--- src/hw/rtl/nii_mul.sv ---
// Shared 64x64 magnitude multiplier: one 32x32 unit summing four partial products in turn.
module nii_mul (
  input  logic         clk_i,
  input  logic         rst_ni,
  input  logic         start_i,
  input  logic [63:0]  a_i,
  input  logic [63:0]  b_i,
  output logic         done_o,
  output logic [127:0] p_o
);
  logic [2:0]   cnt_q, cnt_d;
  logic [127:0] acc_q, acc_d;
  logic [31:0]  op_a, op_b;
  logic [63:0]  pp;

  always_comb begin
    unique case (cnt_q[1:0])
      2'd0:    begin op_a = a_i[31:0];  op_b = b_i[31:0];  end
      2'd1:    begin op_a = a_i[31:0];  op_b = b_i[63:32]; end
      2'd2:    begin op_a = a_i[63:32]; op_b = b_i[31:0];  end
      default: begin op_a = a_i[63:32]; op_b = b_i[63:32]; end
    endcase
  end

  assign pp = 64'(op_a) * 64'(op_b);

  always_comb begin
    cnt_d = cnt_q;
    acc_d = acc_q;
    if (start_i) begin
      cnt_d = 3'd0;
      acc_d = '0;
    end else if (!cnt_q[2]) begin
      unique case (cnt_q[1:0])
        2'd0:    acc_d = acc_q + 128'(pp);
        2'd1,
        2'd2:    acc_d = acc_q + (128'(pp) << 32);
        default: acc_d = acc_q + (128'(pp) << 64);
      endcase
      cnt_d = cnt_q + 3'd1;
    end
  end

  always_ff @(posedge clk_i or negedge rst_ni) begin
    if (!rst_ni) begin
      cnt_q <= 3'd4;
    end else begin
      cnt_q <= cnt_d;
    end
  end

  always_ff @(posedge clk_i) begin
    acc_q <= acc_d;
  end

  assign done_o = cnt_q[2] && !start_i;
  assign p_o    = acc_q;
endmodule

--- config.mk ---
export PLATFORM = sky130hd
export DESIGN_NAME = nii_mul
export DESIGN_NICKNAME = d
export VERILOG_FILES = /design/src/hw/rtl/nii_mul.sv
export SDC_FILE = /design/constraint.sdc
export NUM_CORES = 2
export LEC_CHECK = 0
export BUFFER_PORTS_ARGS = -buffer_cell sky130_fd_sc_hd__buf_2
export CORE_MARGIN = 10
export CORE_UTILIZATION = 45
export CTS_BUF_LIST = sky130_fd_sc_hd__clkbuf_4 sky130_fd_sc_hd__clkbuf_8
export DETAILED_ROUTE_END_ITERATION = 12
export PLACE_DENSITY = 0.72
export SLEW_MARGIN = 30
export SYNTH_ARGS = -nofsm -noshare
export SYNTH_HDL_FRONTEND = slang
export SYNTH_SLANG_ARGS = --single-unit
--- constraint.sdc ---
create_clock -name clk_i -period 24.4 [get_ports clk_i]
set_input_delay 1.22 -clock clk_i [delete_from_list [all_inputs] [get_ports clk_i]]
set_output_delay 1.22 -clock clk_i [all_outputs]
set_load 0.02 [all_outputs]
## Word level (Yosys, flattened, before mapping)

Cells that the tools add are included.

| operators by class | value |
|---|---|
| multipliers | 1 |
| muxes and demuxes | 5 |
| reduce and logical (&&, ||, !) cells | 6 |
| equal/unequal tests | 3 |
| $add $sub $neg | 4 |

Operators with widths:

| cell | number |
|---|---|
| 128-bit case mux with 2 select lines | 1 |
| 128-bit adder | 1 |
| 128-bit by 64-bit adder with 128-bit output | 1 |
| 128-bit by 96-bit adder with 128-bit output | 1 |
| 32-bit by 32-bit multiplier with 64-bit output | 1 |
| 32-bit 2-to-1 mux | 2 |
| 3-bit 2-to-1 mux | 2 |
| 2-bit OR reduction | 3 |
| 3-bit by 1-bit adder with 3-bit output, second input constant | 1 |
| 2-bit by 1-bit equality test with 1-bit output, second input constant | 1 |
| 2-bit equality test, second input constant | 1 |
| 2-bit zero test | 1 |
| 2-bit inequality test, second input constant | 1 |
| 1-bit logical AND | 1 |
| 1-bit zero test | 1 |

| word-level totals | value |
|---|---|
| flip-flop bits (word level) | 131 |
| output and inout bits | 129 |
| word-level logic and storage cells | 22 |
| input port bits | 131 |

## Depth between registers and ports, before layout

| depth | value |
|---|---|
| word-level depth | 6 |
| gate-level depth with buffers | 52 |
| mapped depth without buffers | 45 |

## Least setup slack after synthesis

OpenSTA, ideal clock, no wires.

| path | value |
|---|---|
| path type | register to register |
| start point | register cnt_q[0] |
| end point | register acc_q[127] (netlist: p_o[127]) |
| clock period less this slack | 12048 ps |
| slack | 12352 ps |
| buffers on the path | 6 |
| data required time | 24272 ps |
| stages on the path, launching flop included | 47 |
| setup time | 128 ps |
| arrival | 11920 ps |
| path through | dfrtp_1 > inv_1 > ha_1 > clkbuf_1 > nor2_1 > clkbuf_1 > buf_1 > mux2i_1 > clkbuf_1 > nor2_1 > fa_1 > inv_1 > fa_1 > inv_1 > fa_1 > inv_1 > fa_1 > inv_1 > [... 11 more ...] > o21ai_0 > nand2_1 > nand2_1 > nand4_1 > o21ai_0 > xor2_1 > ha_1 > and2_0 > nand4_1 > or4_1 > o21ai_1 > a21o_1 > buf_2 > buf_2 > nand3_1 > a31o_2 > a211oi_1 > o21ai_0 |

| between the ends | value |
|---|---|
| word-level cells in the longest chain between the ends | 6 |
| elaborated cells between the ends (all ways) | 13 |
| those cells by class | add/sub (3); mul (1); eq/ne (2); mux (3); reduce/logical (4) |

RTL lines:

| item | RTL line | text |
|---|---|---|
| start: declaration | 11 | `logic [2:0] cnt_q, cnt_d;` |
| start signal: assignment | 48 | `cnt_q <= cnt_d;` |
| 2-bit by 1-bit equality test with 1-bit output, or another cell as far along | 17, 34 |  |
| 2-bit OR reduction (no source line) | - |  |
| 32-bit 2-to-1 mux | 17 | `unique case (cnt_q[1:0])` |
| 32-bit by 32-bit multiplier with 64-bit output | 25 | `assign pp = 64'(op_a) * 64'(op_b);` |
| 128-bit adder, or another cell as far along | 38 | `default: acc_d = acc_q + (128'(pp) << 64);` |
| 128-bit case mux with 2 select lines (*) | 34 | `unique case (cnt_q[1:0])` |
| end signal: assignment | 53 | `acc_q <= acc_d;` |
| end: declaration | 12 | `logic [127:0] acc_q, acc_d;` |

Every way passes the cells marked *; elsewhere a longest branch is shown, timed or not.
A chain may end at the register's enable or synchronous reset.

## Worst setup path in the final report

| path | value |
|---|---|
| start point | register cnt_q[0] |
| end point | register acc_q[90] (netlist: p_o[90]) |

The elaborated chain is that of the path after synthesis.

==> run_results.csv <==
group,metric,value,unit
status,outcome,"complete, no violations",
clock_network,postCtsHoldBufs,0,
worst_setup_path,crit_fanout,40,
finish,fill_cells,11000,
job,cap_viol_max_count,0,
worst_setup_path,arrival,15.41,ns
global_route,grt.overflow.total,0,
logic_synthesis,synth_xor_area_share,4.40,%
timing,fmax,66.9,MHz
clock_network,postCtsResizedCells,0,
detailed_routing,drt_iter0_drc,5602,
clock_network,htree_levels,4,
timing,fin_skew,0.0186,ns
clock_network,clk_path_buf_depth,2,
global_route,grt_first_pass_wirelength,317,mm
finish,most-common-layout-cells,"inv_1 (924), fa_1 (899), nor2_1 (789)",
timing,min_period,14.96,ns
die,io_pins,260,
finish,finalNonFillerCells,8106,
worst_setup_path,path_class,"reg -> reg",
logic_synthesis,synth.avg_cell_area,8.03,um2
logic_synthesis,yosys.area_share.simple,17.3,%
logic_synthesis,synth.distinct_cells,90,
worst_setup_path,critPathMostFrequentCell,"fa_1",
die,die_area,130000,um2
worst_setup_path,critical_path_required,24.85,ns
logic_synthesis,synth_compound_area_share,15.8,%
clock_network,clkLatencyLatePin,0.54,ns
place,dpl.cell_count,8063,
detailed_routing,avgViaCountPerCell,6.19,
die,dieHeight,361,um
timing,fin_setup_tns,0,ns
finish,nets,8074,
global_route,grt_max_degree,64,
worst_setup_path,crit_path_max_incr_delay,0.73,ns
logic_synthesis,ys_ff_latch,131,
clock_network,numCtsBuffers,17,
clock_network,post-cts-setup-buffer-count,0,
die,dieWidth,361,um
worst_setup_path,end_kind,"register",
logic_synthesis,synthMuxAreaShare,2.54,%
logic_synthesis,synth_nets,8004,
place,port_buffers,259,
timing,timing_hold_violations_final,0,
logic_synthesis,synth_edf_count,0,
finish,syn2layout_area_growth,7.26,%
logic_synthesis,synth_top_family_by_area,"adder cells",
logic_synthesis,ys_seq_area_share,5.06,%
worst_setup_path,worstSetupStartpointType,"register",
global_route,grt_pass1_vias,50000,
logic_synthesis,synth.cell_area,52200,um2
global_route,antenna_found_initial,25,
finish,drive_gt1_share,8.84,%
detailed_routing,drtAntennaViolNets,0,
logic_synthesis,async_flop_share,2.29,%
timing,fin_crit_sh,61.3,%
logic_synthesis,syn_inst,6500,
clock_network,tritoncts,"yes",
logic_synthesis,synthAdderAreaFrac,45.9,%
min_path,holdCritPathClass,"in -> async",
detailed_routing,wl_per_cell,26.1,um
clock_network,clkTransAtPathRegs,0.10,ns
logic_synthesis,synth-main-ff-cell,"dfxtp_1",
timing,tightest_slew,1.20,ns
detailed_routing,first_pass_iters,8,
logic_synthesis,ys_warn_count,0,
worst_setup_path,slowest_stage,"buf_4",
detailed_routing,drcViolationCount,0,
timing,setup_violations,0,
place,hpwl,173,mm
finish,postLayoutCoreUtil,48.8,%
detailed_routing,routed_wl,211,mm
place,place_congestion,1.02,
detailed_routing,vias,50200,
die,rows,124,
timing,finalMaxSlewViolations,0,
die,core-area,115000,um2
clock_network,ctsRootBufferMaster,"clkbuf_8",
timing,relSlewSlack,19.8,%
finish,final_common_cell,"inv_1",
global_route,grt_usage,31.7,%
clock_network,cts.sinks,131,
timing,rsz0062_at_grt,"false",
die,start_util,45.5,%
## metal layers
metal	global-route usage, %	wire length (um)	share of wire [%]	vias to the layer above
li1	-	-	-	21500
met1	41.0	81000	38	24800
met2	48.5	91600	43	3136
met3	8.56	25500	12	627
met4	16.3	13000	6.1	34
met5	0	218	0.10	-
## cell usage after synthesis (all sizes together), types with 12 or more instances
library cell | n | area, um2
nand2 | 787 | 2950
o21a | 39 | 293
o211ai | 24 | 180
nand3 | 108 | 541
a31oi | 53 | 332
nor3 | 96 | 480
mux2i | 64 | 641
nor2b | 28 | 175
inv | 926 | 3480
o21ai | 215 | 1080
or3 | 18 | 113
o31ai | 33 | 253
xnor2 | 156 | 1370
o221ai | 14 | 123
a2111oi | 13 | 151
ha | 474 | 5930
fa | 899 | 18000
a31o | 12 | 105
a21o | 164 | 1230
and2 | 25 | 156
dfxtp | 128 | 2560
clkbuf | 299 | 1120
nand4 | 94 | 588
and4 | 15 | 131
or2 | 14 | 87.6
nor4 | 23 | 163
buf | 21 | 90.1
o21bai | 57 | 428
nand2b | 28 | 175
a22o | 19 | 166
nor2 | 794 | 2980
a211oi | 35 | 280
mux2 | 61 | 687
a22oi | 30 | 225
a221oi | 45 | 400
xor2 | 106 | 928
and3 | 43 | 269
a21oi | 395 | 1980
## final timing paths
kind	startpoint	endpoint	slack [ns]	cells after the start
max	cnt_q[0]	p_o[90]	9.44	45
min	rst_ni	cnt_q[0]	0.52	1
max reg2reg	cnt_q[0]	p_o[90]	9.44	45
min reg2reg	p_o[2]	p_o[2]	0.54	2
max in group asynchronous	rst_ni	cnt_q[2]	23.62	1
min in group clk_i	p_o[2]	p_o[2]	0.54	2
## cell families after synthesis
group                    count (synthesis)
AND/OR/NAND/NOR                       2100
adder cells (fa/ha/maj)               1373
AO/OA/AOI/OAI                         1262
buffers and inverters                 1247
XOR/XNOR                               262
flip-flops                             131
multiplexers                           125
## flip-flops by register name, indices dropped and copies added (netlist names)
name / count
cnt_q: 3
p_o: 128
## cell type report
type	count	area, um2	share of cell area [%]
Timing Repair Buffer	371	2180	3.90
Sequential cell	131	2640	4.72
Antenna cell	11	27.5	0.0492
Tap cell	1512	1890	3.38
Inverter	927	3480	6.22
Clock inverter	13	198	0.353
Clock buffer	19	262	0.467
Multi-Input combinational cell	5122	45300	80.9
## per-stage QoR
stage          setup slack (ns)  cell area [um2]  hold slack, ns
5_1_grt                    8.92            55900           0.505
3_5_place_dp               9.87            55400           0.520
3_3_place_gp               9.95            55200           0.516
4_1_cts                    9.77            55900           0.514
2_1_floorplan             12.35            52200           0.552
6_report                   9.44            56000           0.522
## critical path: cells and delay by family, from the launching register on
kind	cells	cell delay (ns)
multiplexers	1	0.29
AO/OA/AOI/OAI	13	3.75
buffers and inverters	7	2.09
XOR/XNOR	1	0.56
flip-flops	1	0.43
adder cells (fa/ha/maj)	11	4.59
AND/OR/NAND/NOR	12	2.97
Power is not shown: default switching activity piles up to over one toggle a cycle in this logic, so the estimate is an artifact.
