**config.mk**
```make
export PLATFORM = sky130hd
export DESIGN_NAME = nii_div
export DESIGN_NICKNAME = d
export VERILOG_FILES = /design/src/hw/rtl/nii_div.sv
export SDC_FILE = /design/constraint.sdc
export NUM_CORES = 1
export LEC_CHECK = 0
export ABC_AREA = 1
export BUFFER_PORTS_ARGS = -buffer_cell sky130_fd_sc_hd__buf_4
export CORE_MARGIN = 3
export CORE_UTILIZATION = 50
export CTS_BUF_LIST = sky130_fd_sc_hd__clkbuf_16
export DETAILED_ROUTE_END_ITERATION = 10
export PLACE_DENSITY = 0.76
export SYNTH_ARGS = -nofsm -noshare
export SYNTH_HDL_FRONTEND = slang
export SYNTH_SLANG_ARGS = --single-unit
export TNS_END_PERCENT = 20
```
**constraint.sdc**
```tcl
create_clock -name clk_i -period 3.4 [get_ports clk_i]
set_input_delay 0 -clock clk_i [delete_from_list [all_inputs] [get_ports clk_i]]
set_output_delay 0 -clock clk_i [all_outputs]
set_load 0.005 [all_outputs]
```
**src/hw/rtl/nii_div.sv**
```systemverilog
// Restoring divider: 128-bit dividend by 64-bit divisor, one quotient bit a cycle.
module nii_div (
  input  logic         clk_i,
  input  logic         rst_ni,
  input  logic         start_i,
  input  logic [63:0]  num_i,
  input  logic [63:0]  den_i,
  output logic         done_o,
  output logic [127:0] quo_o,
  output logic [64:0]  rem_o
);
  logic [7:0]   cnt_q;
  logic [127:0] quo_q;
  logic [64:0]  rem_q;
  logic [63:0]  den_q;
  logic [64:0]  sh;

  assign sh = {rem_q[63:0], quo_q[127]};

  always_ff @(posedge clk_i or negedge rst_ni) begin
    if (!rst_ni) begin
      cnt_q <= 8'd128;
    end else if (start_i) begin
      cnt_q <= 8'd0;
    end else if (!cnt_q[7]) begin
      cnt_q <= cnt_q + 8'd1;
    end
  end

  always_ff @(posedge clk_i) begin
    if (start_i) begin
      // dividend is the numerator scaled by 2^32
      quo_q <= {32'd0, num_i, 32'd0};
      rem_q <= '0;
      den_q <= den_i;
    end else if (!cnt_q[7]) begin
      if (sh >= {1'b0, den_q}) begin
        rem_q <= sh - {1'b0, den_q};
        quo_q <= {quo_q[126:0], 1'b1};
      end else begin
        rem_q <= sh;
        quo_q <= {quo_q[126:0], 1'b0};
      end
    end
  end

  assign done_o = cnt_q[7] && !start_i;
  assign quo_o  = quo_q;
  assign rem_o  = rem_q;
endmodule

```
## After elaboration in Yosys (flattened, before gate mapping)

Index checks and enable logic that the tools add are counted.

| storage, ports and cells | value |
|---|---|
| register bits after elaboration | 265 |
| latch bits | 0 |
| memory bits (writable) | 0 |
| ROM bits | 0 |
| memories | 0 |

| operators by class | value |
|---|---|
| add/subtract/negate cells | 2 |
| multipliers | 0 |
| div/mod/pow operators | 0 |
| magnitude comparators | 1 |
| eq/ne operators | 1 |
| shift-type cells | 0 |
| multiplexer cells | 6 |
| bitwise logic cells | 0 |
| reduce and logical (&&, ||, !) cells | 2 |

Operator list:

| operator | count |
|---|---|
| 96-bit 2-to-1 mux | 2 |
| 65-bit by 64-bit >= comparator with 1-bit output | 1 |
| 65-bit 2-to-1 mux | 1 |
| 65-bit by 64-bit subtractor with 65-bit output | 1 |
| 8-bit 2-to-1 mux | 2 |
| 8-bit by 1-bit adder with 8-bit output, second input constant | 1 |
| 2-bit inequality test, second input constant | 1 |
| 1-bit logical AND | 1 |
| 1-bit zero test | 1 |
| 1-bit 2-to-1 mux | 1 |

## Longest topological paths before layout

| logic depth | value |
|---|---|
| word-level depth | 4 |
| gate-level depth with buffers | 20 |
| gate-level depth less buffers | 18 |

## Least setup slack after synthesis

OpenSTA, ideal clock, no wires.

| timing | value |
|---|---|
| kind | reg2reg |
| start point | register cnt_q[7] |
| end point | register quo_q[32], in the netlist quo_o[32] (enable) |
| library setup time | 454 ps |
| data arrival time | 2597 ps |
| required time | 2946 ps |
| setup slack | 350 ps |
| stages on the path, launching flop included | 5 |
| buffers on the path | 1 |
| cell sequence | dfstp_2 > inv_1 > nor2_1 > inv_1 > clkbuf_1 |

| between the ends | value |
|---|---|
| longest elaborated chain between the ends | 1 |

Ends and longest elaborated chain:

| element | RTL line | source |
|---|---|---|
| from (decl) | 12 | `logic [7:0] cnt_q;` |
| from (signal assigned) | 26 | `cnt_q <= cnt_q + 8'd1;` |
| 2-bit inequality test (no line) | -- |  |
| to (signal assigned) | 33 | `quo_q <= {32'd0, num_i, 32'd0};` |
| to (signal assigned) | 39 | `quo_q <= {quo_q[126:0], 1'b1};` |
| to (signal assigned) | 42 | `quo_q <= {quo_q[126:0], 1'b0};` |
| to (decl) | 13 | `logic [127:0] quo_q;` |

No other way between the ends.
A chain may end at the register's enable or synchronous reset.

## Worst setup path after layout

| timing | value |
|---|---|
| start point | register rem_q[51], in the netlist rem_o[51] |
| end point | register rem_q[45], in the netlist rem_o[45] |

| between the ends | value |
|---|---|
| longest elaborated chain between the ends | 2 |

Ends and longest elaborated chain:

| element | RTL line | source |
|---|---|---|
| from (decl) | 14 | `logic [64:0] rem_q;` |
| from (signal assigned) | 38 | `rem_q <= sh - {1'b0, den_q};` |
| from (signal assigned) | 41 | `rem_q <= sh;` |
| 65-bit by 64-bit >= comparator with 1-bit output | 37 | `if (sh >= {1'b0, den_q}) begin` |
| 65-bit 2-to-1 mux | 37 |  |

No other way between the ends.

==> results_tabular.tex <==
\begin{tabular}{lr}
\hline
Metric & Value \\
\hline
\multicolumn{2}{l}{\textbf{Critical path}} \\
\quad Maximum single-stage delay on the critical path & 0.46 ns \\
\quad Crit path buf inv count & 1 \\
\quad Crit end category & flop \\
\quad CP arrival & 3.57 ns \\
\quad Cell chain of the critical path & ha\_1, nand2\_1, nor2\_1, inv\_2, nor2\_2, nand2\_1, nor2\_2, nand2\_1, nand3\_2, nor2\_4, nand2\_4, nand2\_2, nand2\_1, nand2\_1, nand2\_1 \\
\quad Critical-path cell with the highest stage delay & sky130\_fd\_sc\_hd\_\_nand2\_2 \\
\quad Most numerous cell on the critical path & sky130\_fd\_sc\_hd\_\_nand2\_1 \\
\quad Crit Path Max Fanout & 29 \\
\quad Type of the worst setup path & flop to flop \\
\quad Capture point of the worst reg-to-reg path & rem\_o[45] \\
\quad Req. time, crit path & 3.89 ns \\
\quad Number of cells on the critical path & 15 \\
\quad R2r worst-path depth & 15 \\
\quad Reg-to-reg setup timing slack & 0.32 ns \\
\quad Critical Path Source Type & flop \\
\quad Worst setup startpoint & rem\_o[51] \\
\quad Category of cells accounting for the largest share of critical-path delay & simple AND/OR/NAND/NOR gates \\
\quad Reg-to-reg critical path startpoint & rem\_o[51] \\
\quad Last element of the critical path & rem\_o[45] \\
\multicolumn{2}{l}{\textbf{Global route}} \\
\quad Met2 usage & 58.36\% \\
\quad Maximum number of pins on one net before global-route repair & 94 \\
\quad First-pass GRT wire length & 90990 µm \\
\quad Global-route track usage on met3 & 5.815\% \\
\quad Number of global-route vias before repair & 16400 \\
\quad Antenna violations before repair & 0 \\
\quad GRT Residual Overflow & 0 \\
\quad Global Route met1 Usage & 42.87\% \\
\quad GR peak layer & met2 \\
\quad Overall Global Routing Usage & 33.68\% \\
\multicolumn{2}{l}{\textbf{STA}} \\
\quad Final total negative setup slack & 0 ns \\
\quad Hold slack final & 0.1171 ns \\
\quad Fin Clk Skew & 0.01375 ns \\
\quad Relative slew slack & 27.18\% \\
\quad Maximum frequency from static timing analysis & 325.2 MHz \\
\quad Final critical delay including setup and external delays & 3.075 ns \\
\quad Smallest setup slack after layout & 0.3247 ns \\
\quad Final setup violation count & 0 \\
\quad Tightest Pin Transition & 1.092 ns \\
\quad Final Cycle Share & 90.45\% \\
\quad Max-slew violations & 0 \\
\quad Setup repair after global routing missed its margin & false \\
\quad Count of endpoints failing hold in the final timing report & 0 \\
\multicolumn{2}{l}{\textbf{Synth}} \\
\quad Synth Register Bits & 265 \\
\quad Post-synthesis cell count & 2348 \\
\quad Synthesized-area fraction occupied by ao, oa, aoi and oai cells & 7.635\% \\
\quad Share of cell area taken by muxes after synthesis & 0\% \\
\quad Xor and xnor fraction of the mapped netlist area & 1.672\% \\
\quad Post-synthesis area per instance & 6.917 µm² \\
\quad Post-Syn Nets & 2545 \\
\quad Count of cell types in the netlist & 40 \\
\quad Mapped Area & 16240 µm² \\
\quad Yosys warns & 0 \\
\quad Synth Area in Adders & 5.131\% \\
\quad Simple-gate portion of the synthesized area & 31.33\% \\
\quad Sequential cell area fraction in the yosys report & 40.81\% \\
\quad Dominant combinational cell family by area after synthesis & simple AND/OR/NAND/NOR gates \\
\multicolumn{2}{l}{\textbf{Clock tree}} \\
\quad CTS clock-pin slew for the worst setup and hold paths & 0.06 ns \\
\quad Number of clock buffers inserted by TritonCTS & 27 \\
\quad Number of sinks driven by the clock tree & 265 \\
\quad Deepest level of the CTS H-tree & 1 \\
\quad Clock tree from TritonCTS & done \\
\quad Number of gates resized after CTS & 0 \\
\quad Maximum number of buffers from clock root to sink & 3 \\
\quad Post-CTS Repair Setup Buffers & 0 \\
\quad Root buffer cell & sky130\_fd\_sc\_hd\_\_clkbuf\_16 \\
\quad Worst-skew pair later-pin latency & 0.56 ns \\
\multicolumn{2}{l}{\textbf{Route}} \\
\quad Post-Route WL & 60360 µm \\
\quad Detailed Route Iter0 Violations & 1355 \\
\quad Wire length per cell & 18.61 µm \\
\quad Number of detailed-route iterations in the first pass & 6 \\
\quad Post-DRT Antenna Nets & 0 \\
\quad Overall via count from detail\_route & 16760 \\
\quad Detailed-route vias per instance & 5.167 \\
\quad Post-detailed-route DRC marker count & 0 \\
\multicolumn{2}{l}{\textbf{Cells and area}} \\
\quad Diode count & 0 \\
\quad Fill cell total of the finished layout & 2681 \\
\quad Most used cells in the layout excluding fill and tap cells & 917 x sky130\_fd\_sc\_hd\_\_nand2\_1, 504 x sky130\_fd\_sc\_hd\_\_inv\_1, 336 x sky130\_fd\_sc\_hd\_\_buf\_4 \\
\quad Final cell utilization of the core & 67.09\% \\
\quad Ratio of cells with drive above 1 in the final layout & 14.96\% \\
\quad Post-synthesis to final-layout area growth & 31.37\% \\
\quad Final Net Count & 2984 \\
\quad Commonest non-fill, non-tap cell in the layout & sky130\_fd\_sc\_hd\_\_nand2\_1 \\
\multicolumn{2}{l}{\textbf{Place}} \\
\quad Number of buffers added on ports & 324 \\
\quad Post-Place Worst Slack & 0.3841 ns \\
\quad Gpl congestion & 0.9784 \\
\quad Final HPWL from detailed placement & 43620 µm \\
\multicolumn{2}{l}{\textbf{Pwr}} \\
\quad Peak supply drop & 0.3077 mV \\
\quad Reported leakage power & 11.27 nW \\
\quad Total power per unit cell area & 361.0 nW/µm² \\
\multicolumn{2}{l}{\textbf{Floorplanning}} \\
\quad Floorplan die height & 186.2 µm \\
\quad Number of ports placed on the die boundary & 325 \\
\quad Die Footprint & 34680 µm² \\
\quad Chip Width & 186.2 µm \\
\quad Core box area & 31800 µm² \\
\quad Initial Utilization & 51.07\% \\
\quad Num rows & 65 \\
\multicolumn{2}{l}{\textbf{Status}} \\
\quad Outcome & completed \\
\multicolumn{2}{l}{\textbf{Worst hold path}} \\
\quad Worst hold path type & primary input to flop \\
\quad Worst min-delay path startpoint & start\_i \\
\multicolumn{2}{l}{\textbf{Run}} \\
\quad Number of max-capacitance violations reported & 0 \\
\hline
\end{tabular}
-- through the flow --
step                power, W  instances  area [µm²]
finish              0.007703       3243       21340
global route        0.007946       3243       21340
CTS                 0.007664       3243       21340
detailed placement  0.004398       3062       19080
global placement    0.004382       3062       19080
floorplan           0.004003       2348       16240
-- worst reg2reg max path: cells and delay by family, from the launching register on --
kind,cells,cell delay [ns]
fa+ha+maj,1,0.38
simple gates,13,2.15
flops,1,0.34
buf+inv,1,0.13
-- sequential cells by signal, summed over array words and instances, names as in the netlist --
register and flops:
quo_o 128, den_q 64, rem_o 65, cnt_q 8
-- cells by family after synthesis --
| family | Yosys count |
|---|---|
| compound gates | 183 |
| xor+xnor | 31 |
| fa+ha+maj | 66 |
| buf+inv | 569 |
| flops | 265 |
| simple gates | 1234 |
-- synthesized netlist by cell type, drive strengths merged --
cell type,instances,area (µm²)
xnor2,30,262.8
a21oi,44,224.0
dfstp,1,26.28
a21o,1,7.510
and2,2,12.51
o21ai,12,60.05
xor2,1,8.760
edfxtp,128,3844
buf,13,93.84
and3,1,6.260
ha,65,813.3
nor4,6,37.54
fa,1,20.02
a22o,63,551.8
nor3,13,70.07
or2,1,6.260
dfxtp,129,2582
nor2,121,494.2
a31o,1,8.760
o22ai,62,387.9
nand2,924,3491
inv,511,1918
nand4,9,56.30
dfrtp,7,175.2
nor3b,2,15.01
nand3,112,575.6
nand3b,43,322.8
clkbuf,45,168.9
-- area by class of cell --
class / count / area [µm²] / area share, %
well taps: 435 / 544.3 / 2.551
clock buffers: 30 / 750.7 / 3.519
clock inverters: 20 / 191.4 / 0.8973
inverters: 511 / 1921 / 9.002
repair buffers: 468 / 3854 / 18.06
multi-input cells: 1514 / 7447 / 34.90
flip-flops and latches: 265 / 6628 / 31.06
-- routing by layer --
layer | up-vias | share of wire [%]
met1 | 7770 | 41
met4 | 0 | 3.8
met2 | 726 | 48
met5 | - | 0
li1 | 8136 | -
met3 | 125 | 7.4
-- repair_timing --
item	in CTS	in global routing
hold buffers	131	0
endpoints found under the setup margin	0	0
endpoints found under the hold margin	136	0
-- where the power goes --
group / total [W] / switching [W] / internal (W) / leakage [nW]
Sequential: 0.00358 / 0.0000809 / 0.00350 / 2.48
Combinational: 0.000916 / 0.000466 / 0.000450 / 8.32
Clock: 0.00320 / 0.00137 / 0.00183 / 0.476
-- worst min path at each step --
| stage | to | slack, ns | cells past startpoint |
|---|---|---|---|
| 5_1_grt | cnt_q[1] | 0.13 | 5 |
| 2_1_floorplan | cnt_q[0] | -0.30 | 0 |
| 3_5_place_dp | cnt_q[6] | -0.18 | 1 |
| 3_3_place_gp | cnt_q[6] | -0.18 | 1 |
| 6_report | cnt_q[1] | 0.12 | 5 |
| 4_1_cts | cnt_q[1] | 0.1 | 5 |
No activity file was read; power rests on OpenSTA's default activity.
